File: src/rtl/dorm_cdiv.sv
// dorm_cdiv: two-stage divider by a constant (reciprocal multiply, then
// one compare-and-subtract correction); depends on nothing
module dorm_cdiv #(
   parameter int unsigned IN_W    = 18,
   parameter int unsigned DIVISOR = 256
) (
   input  logic                       clock,
   input  logic [IN_W-1:0]            in_value,
   output logic [IN_W-1:0]            quot,
   output logic [$clog2(DIVISOR)-1:0] rem
);

   localparam int unsigned    REM_W   = $clog2(DIVISOR);
   localparam longint unsigned RECIP_L = (64'd1 << IN_W) / DIVISOR;
   localparam logic [IN_W-1:0] RECIP   = RECIP_L[IN_W-1:0];
   localparam logic [IN_W-1:0] DIV_V   = IN_W'(DIVISOR);

   logic [2*IN_W-1:0] prod_ff, prod_in;
   logic [IN_W-1:0]   x_ff;
   logic [IN_W-1:0]   q_est, qd, r_est;
   logic              fix;
   logic [IN_W-1:0]   quot_ff, quot_in;
   logic [REM_W-1:0]  rem_ff, rem_in;

   // estimate is low by at most one
   assign prod_in = (2*IN_W)'(in_value) * (2*IN_W)'(RECIP);

   always_comb begin
      q_est   = prod_ff[2*IN_W-1:IN_W];
      qd      = q_est * DIV_V;
      r_est   = x_ff - qd;
      fix     = (r_est >= DIV_V);
      quot_in = q_est + IN_W'(fix);
      rem_in  = fix ? REM_W'(r_est - DIV_V) : REM_W'(r_est);
   end

   always_ff @(posedge clock) begin
      prod_ff <= prod_in;
      x_ff    <= in_value;
      quot_ff <= quot_in;
      rem_ff  <= rem_in;
   end

   assign quot = quot_ff;
   assign rem  = rem_ff;

endmodule

File: config.mk
export PLATFORM = sky130hd
export DESIGN_NAME = dorm_cdiv
export DESIGN_NICKNAME = d
export VERILOG_FILES = /design/src/rtl/dorm_cdiv.sv
export SDC_FILE = /design/constraint.sdc
export NUM_CORES = 1
export LEC_CHECK = 0
export ABC_AREA = 1
export BUFFER_PORTS_ARGS = -buffer_cell sky130_fd_sc_hd__buf_2
export CAP_MARGIN = 30
export CORE_ASPECT_RATIO = 1.25
export CORE_UTILIZATION = 40
export DETAILED_ROUTE_END_ITERATION = 10
export PLACE_DENSITY = 0.74
export SLEW_MARGIN = 10
export SYNTH_ARGS = -nofsm -noshare
export SYNTH_HDL_FRONTEND = slang
export SYNTH_SLANG_ARGS = --single-unit
File: constraint.sdc
create_clock -name clock -period 0.8 [get_ports clock]
set_clock_uncertainty 0.1 [all_clocks]
set_input_delay 0.04 -clock clock [delete_from_list [all_inputs] [get_ports clock]]
set_output_delay 0.04 -clock clock [all_outputs]
set_load 0.05 [all_outputs]
==> Yosys cells after proc, flatten, opt, wreduce, memory -nomap -nowiden <==
Cells that the tools add are included.
{ "word_totals": {"out_inout_bits": 26, "reg_bits": 37} }
{ "op_classes": {"order_cmp": 1, "add_sub_neg": 3, "mux": 1} }
{ "ops": {"columns": ["cell", "n"], "rows": [
  [">= comparator 18 x 9 -> 1 bit, second input constant", 1],
  ["subtractor 18 bit", 1],
  ["adder 10 x 1 -> 11 bit", 1],
  ["two-way mux 8 bit", 1],
  ["subtractor 8 x 1 -> 8 bit, second input constant", 1]
]} }

==> Depth between registers and ports, before layout <==
Gate-level depths: netlist of run 1.
{ "depth": {"word_depth": 3, "depth_mapped": 1, "depth_no_buf": 0} }

==> Least setup slack after synthesis of run 1 <==
OpenSTA, ideal clock, no wires.
{ "synth_timing": {"kind": "register to output", "start": "reg quot_ff[0], in the netlist quot[0]", "end": "out quot[0]", "arrival_ps": 587, "n_path_buf": 0, "path_slack_ps": 73, "path_stages_with_launch": 1, "t_required_ps": 660, "cell_sequence": "dfxtp_1"} }
{ "synth_lines": {"columns": ["item", "line_no", "rtl"], "rows": [
  ["start: declaration", "22", "logic [IN_W-1:0] quot_ff, quot_in;"],
  ["start signal: assignment", "40", "quot_ff <= quot_in;"],
  ["end: declaration", "9", "output logic [IN_W-1:0] quot,"]
]} }
No word-level cell between the ends.

==> Worst setup path after layout of run 1 <==
{ "layout_timing": {"start": "reg rem_ff[5], in the netlist rem[5]", "end": "out rem[5]"} }
{ "layout_lines": {"columns": ["item", "line_no", "rtl"], "rows": [
  ["start: declaration", "23", "logic [REM_W-1:0] rem_ff, rem_in;"],
  ["start signal: assignment", "41", "rem_ff <= rem_in;"],
  ["end: declaration", "10", "output logic [$clog2(DIVISOR)-1:0] rem"]
]} }
No word-level cell between the ends.

==> results of run 1 <==
cell usage after synthesis:
cell and instances:
buf_4 8, dfxtp_1 36, conb_1 1
kinds of logic after synthesis:
family / synth area share
buf+inv: 0.0766
other cells: 0.00478
flops: 0.919
layout make-up:
type / count / area, µm²
clock buffers: 6 / 51.3
clock inverters: 2 / 10.0
fillers: 120 / 447
multi-input cells: 8 / 30.0
flip-flops and latches: 36 / 743
well taps: 19 / 23.8
repair buffers: 54 / 503
cells in the final DEF, fill, tap and decap left out:
master,count
dlygate4sd3_1,18
buf_2,18
dfxtp_1,18
dfxtp_2,18
buf_6,10
conb_1,8
buf_8,8
clkbuf_4,5
clkinv_2,2
clkbuf_8,1
timing repair:
item | 4_1_cts | 5_1_grt
hold endpoints to repair | 18 | 0
setup endpoints to repair | 18 | 18
hold buffers | 18 | 0
resized for setup | 56 | 6
metal layers:
metal  global-route usage  up-vias  wire length (µm)
met5                    0        -                 0
met4               0.0806        0                21
met3               0.0972        3               128
met2                0.276       39               754
met1                0.109      205               422
li1                     -      238                 -
power breakdown:
part,internal [mW],switching [mW],total (mW)
clock network,0.418,0.558,0.976
logic,0.193,0.289,0.482
registers,1.90,0.0372,1.93
path summary, 6_finish.rpt:
| path | start | to |
|---|---|---|
| hold reg to reg | prod_ff[26]$_DFF_P_ | quot[8]$_DFF_P_ |
| hold / removal | prod_ff[26]$_DFF_P_ | quot[8]$_DFF_P_ |
| setup / recovery | rem[5]$_DFF_P_ | rem[5] |
| setup reg to reg | prod_ff[27]$_DFF_P_ | quot[9]$_DFF_P_ |
flip-flops by register name (all words and copies together) (netlist names):
register / cells
rem: 8
quot: 10
prod_ff: 18
per-stage QoR:
step / setup TNS (ns) / worst slack, ns / power [mW] / std cells
floorplan: 0 / 0.0727 / 2.23 / 52
detailed placement: 0 / 0.104 / 2.29 / 99
global route: -3.44 / -0.217 / 3.52 / 125
CTS: -2.97 / -0.174 / 3.39 / 125
finish: -2.69 / -0.166 / 3.39 / 125
global placement: 0 / 0.124 / 2.28 / 99
==> reports/qor.csv, run 1 <==
stage,metric,value,unit
pwr,PwrDens,2490,nW/µm²
floorplan,Die Ht,51.5,µm
floorplan,core area,1810,µm²
worst_setup_path,worst-path fanout max,1,
worst_setup_path,CP Class,reg -> out,
pwr,Pleak,0.634,nW
synth,gate count of the mapped netlist,45,
synth,post-synthesis sequential area ratio,0.919,
floorplan,num ports,45,
floorplan,row cnt,17,
hold_path,Hold Crit Depth,0,
synth,Syn Std Cell Area,785,µm²
global_routing,first-pass GRT wire length,2080,µm
floorplan,initial core utilization,0.434,
sta,Tcrit/Tclk final,1.21,
sta,RSZ-0062 raised after global routing,true,
final_layout,share of layout cells above drive strength 1,0.585,
hold_path,Hold Path Class,reg -> reg,
worst_setup_path,arrival time at the worst endpoint,0.83,ns
synth,synth top area cells,"dfxtp_1 (92%), buf_4 (7.7%), conb_1 (0.48%)",
placed_design,DPL Wire Length,664,µm
sta,Pins Over Slew Limit,0,
floorplan,width of the chip,41.6,µm
final_layout,Layout area overhead,73.5,%
drt,Routed WL,1330,µm
clocking,clock slew at reported path FFs,0.10,ns
drt,drt initial violations,3,
run_status,status,"complete, but fails checks",
clocking,H-Tree Depth,2,
synth,top-area cell type share of the netlist area,0.919,
worst_setup_path,CP Cell Sequence,buf_8,
sta,final setup margin,-0.166,ns
clocking,Sink Count,36,
sta,Final Hold Fails,0,
synth,Synth area leader,dfxtp_1,
global_routing,vias in the first global route,505,
global_routing,GRT Overall Usage,0.148,
global_routing,pin count of the biggest net entering global routing,12,
drt,vias per cell,3.88,
worst_setup_path,CP max stage delay,0.35,ns
sta,Hold WS,0.232,ns
worst_setup_path,stages on the worst setup path,1,
drt,Avg WL per Cell,10.6,µm
synth,Synth Register Bits,36,
worst_setup_path,Critical Path Source Type,register,
sta,Final min period,0.966,ns
clocking,Max clock buf depth,2,
flow_run,MaxCap Viol Count,0,
worst_setup_path,Worst Setup End Kind,primary output,
global_routing,initial antenna violation count,0,
worst_setup_path,Worst R2R Path Depth,0,
floorplan,DIE AREA,2140,µm²
worst_setup_path,Required @ worst endpoint,0.66,ns
drt,DRC Markers,0,
clocking,clock latency on the worst-skew pair,0.33,ns
worst_setup_path,Top Family by Delay on Critical Path,flip-flops,
placed_design,placement-stage cell area,955,µm²
clocking,root buffer cell,clkbuf_4,
synth,synthesized area per cell,17.4,µm²
clocking,CTS tree,built,
drt,Vias,485,
global_routing,grt ovf,0,
sta,Max Freq,1.04,GHz
final_layout,final net count,124,
final_layout,ANT cells,0,
synth,Synth cell types,3,
placed_design,IO buf count,36,
pwr,Peak VDD IR,1.69,mV
drt,Antenna Violating Nets Remaining,0,
clocking,Setup Buffers After CTS,0,
placed_design,RD Place Congestion,0.571,
sta,setup violators final,18,
run_status,failing checks,setup timing,
clocking,cts bufs inserted,5,
worst_setup_path,critical path's slowest cell,dfxtp_2,
worst_setup_path,buffer and inverter count on the worst path,1,
final_layout,fin area,1360,µm²
synth,yosys warns,0,
worst_setup_path,r2r setup slk,0.28,ns
final_layout,"Core Util, Final",0.753,
drt,DRT Pass-1 Iters,4,
Power figures use the tool's default switching activity.
==> run 2, diff against run 1 <==
Settings changed: CELL_PAD_IN_SITES_DETAIL_PLACEMENT set to 0, CELL_PAD_IN_SITES_GLOBAL_PLACEMENT set to 1, CORE_MARGIN set to 2, CORE_UTILIZATION 40 to 31, PLACE_DENSITY 0.74 to unset, PLACE_DENSITY_LB_ADDON set to 0.1.
==> run 2 against run 1 <==
  * The run still ends with setup timing left
  * Die area rose by 38%
  * Setup slack gained 0.0089 ns
  * Cell count increased by 10%
  * Non-clock buffer count unchanged
  * Core utilization fell by 18 points
  * Power increased by 1.1%
  * Worst hold slack got worse by 0.0024 ns
  * First-iteration DRC count rose to 3.7 times the previous value
  * Sequential share of layout area decreased by 1.1 points
  * Sequential power barely moved
  * Largest cell class unchanged
==> reports/qor.csv, run 2 (same netlist as run 1, synthesis figures left out) <==
stage,metric,value,unit
run_status,status,"complete, but fails checks",
run_status,failing checks,setup timing,
worst_setup_path,buffer and inverter count on the worst path,1,
drt,Met2 Wirelength,608,µm
final_layout,share of layout cells above drive strength 1,0.581,
clocking,Setup Buffers After CTS,0,
clocking,clock latency on the worst-skew pair,0.33,ns
placed_design,IO buf count,36,
floorplan,initial core utilization,0.323,
final_layout,max reg flops,18,
global_routing,initial antenna violation count,0,
final_layout,largest register by flop count,prod_ff,
pwr,Pleak,0.636,nW
sta,final setup margin,-0.157,ns
placed_design,DPL Wire Length,728,µm
drt,Antenna Violating Nets Remaining,0,
clocking,Sink Count,36,
clocking,CTS tree,built,
global_routing,grt ovf,0,
drt,highest routed layer,met4,
worst_setup_path,Required @ worst endpoint,0.66,ns
sta,Max Freq,1.05,GHz
global_routing,first-pass GRT wire length,1770,µm
floorplan,width of the chip,49.0,µm
sta,Pins Over Slew Limit,0,
clocking,H-Tree Depth,2,
final_layout,Layout area overhead,77.2,%
sta,RSZ-0062 raised after global routing,true,
final_layout,Multi-input gate area,30.0,µm²
drt,DRC Markers,0,
final_layout,final cell count without fillers,138,
final_layout,final net count,124,
drt,vias per cell,3.41,
placed_design,post-place setup slack,0.102,ns
placed_design,RD Place Congestion,0.525,
final_layout,fillers,204,
worst_setup_path,Critical Path Source Type,register,
floorplan,core area,2430,µm²
pwr,Peak VDD IR,1.95,mV
global_routing,vias in the first global route,444,
floorplan,Die Ht,60.2,µm
worst_setup_path,CP Cell Sequence,buf_6,
worst_setup_path,critical path's slowest cell,dfxtp_2,
final_layout,FF+latch area,743,µm²
drt,drt initial violations,11,
worst_setup_path,worst-path fanout max,1,
drt,Routed WL,1170,µm
final_layout,most frequent cells in the layout,"dlygate4sd3_1 (18), buf_2 (18), dfxtp_1 (18), dfxtp_2 (18), buf_8 (10)",
worst_setup_path,RR Startpoint,prod_ff[27]$_DFF_P_,
clocking,clock slew at reported path FFs,0.09,ns
worst_setup_path,CP max stage delay,0.34,ns
worst_setup_path,CP Class,reg -> out,
drt,DRT Pass-1 Iters,2,
drt,M1 WL,384,µm
clocking,Max clock buf depth,2,
clocking,root buffer cell,clkbuf_4,
worst_setup_path,Worst Setup End Kind,primary output,
floorplan,DIE AREA,2950,µm²
placed_design,placed cell count,113,
sta,Tcrit/Tclk final,1.20,
drt,Avg WL per Cell,8.50,µm
pwr,PnR Total Power,3.43,mW
final_layout,ANT cells,0,
sta,setup violators final,18,
worst_setup_path,CP startpoint,quot[9]$_DFF_P_,
worst_setup_path,arrival time at the worst endpoint,0.82,ns
global_routing,pin count of the biggest net entering global routing,11,
flow_run,MaxCap Viol Count,0,
drt,Vias,471,
hold_path,Hold Path Class,reg -> reg,
global_routing,GRT Overall Usage,0.0934,
drt,routed wl met3,116,µm
pwr,PwrDens,2470,nW/µm²
floorplan,num ports,45,
clocking,cts bufs inserted,5,
sta,Final min period,0.957,ns
floorplan,row cnt,20,
hold_path,Min-Delay Startpoint,prod_ff[26]$_DFF_P_,
final_layout,"Core Util, Final",0.573,
sta,Final Hold Fails,0,
worst_setup_path,Top Family by Delay on Critical Path,flip-flops,
run 2: cell count changes in the layout (fill, tap and decap cells not counted):
| cell | before | now |
|---|---|---|
| clkinv_2 | 2 | 0 |
| buf_6 | 10 | 8 |
| buf_8 | 8 | 10 |
| clkbuf_8 | 1 | 2 |
run 2: report_power, final:
group	leakage [nW]	internal, mW	switching [mW]
combinational	0.295	0.197	0.288
clock	0.0374	0.498	0.516
sequential	0.304	1.90	0.0363
total	0.636	2.59	0.840
run 2: per-layer routing:
metal,vias to the layer above,track usage
met5,-,0
met4,0,0.122
met3,8,0.0500
met2,31,0.135
met1,195,0.0839
li1,237,-
run 2: area by class of cell:
class,instances,area share
clock buffers,7,0.0468
multi-input cells,8,0.0216
flip-flops and latches,36,0.535
well taps,33,0.0297
repair buffers,54,0.367
run 2: final timing paths:
| check | slack (ns) | depth (start not counted) | endpoint |
|---|---|---|---|
| hold reg to reg | 0.23 | 0 | quot[8]$_DFF_P_ |
| setup / recovery | -0.16 | 1 | quot[9] |
| hold / removal | 0.23 | 0 | quot[8]$_DFF_P_ |
| setup reg to reg | 0.29 | 0 | quot[9]$_DFF_P_ |
run 2: per-stage QoR:
stage          setup TNS (ns)  cell area [µm²]  hold slack (ns)
2_1_floorplan               0              811          -0.0323
3_3_place_gp                0              972           0.0418
3_5_place_dp                0              972           0.0436
4_1_cts                 -2.98             1360            0.224
5_1_grt                 -3.41             1390            0.217
6_report                -2.69             1390            0.230
run 2: what timing repair did:
item | CTS | global route
setup endpoints to repair | 18 | 18
hold endpoints to repair | 18 | 0
gates resized for setup | 57 | 7
hold buffers | 18 | 0
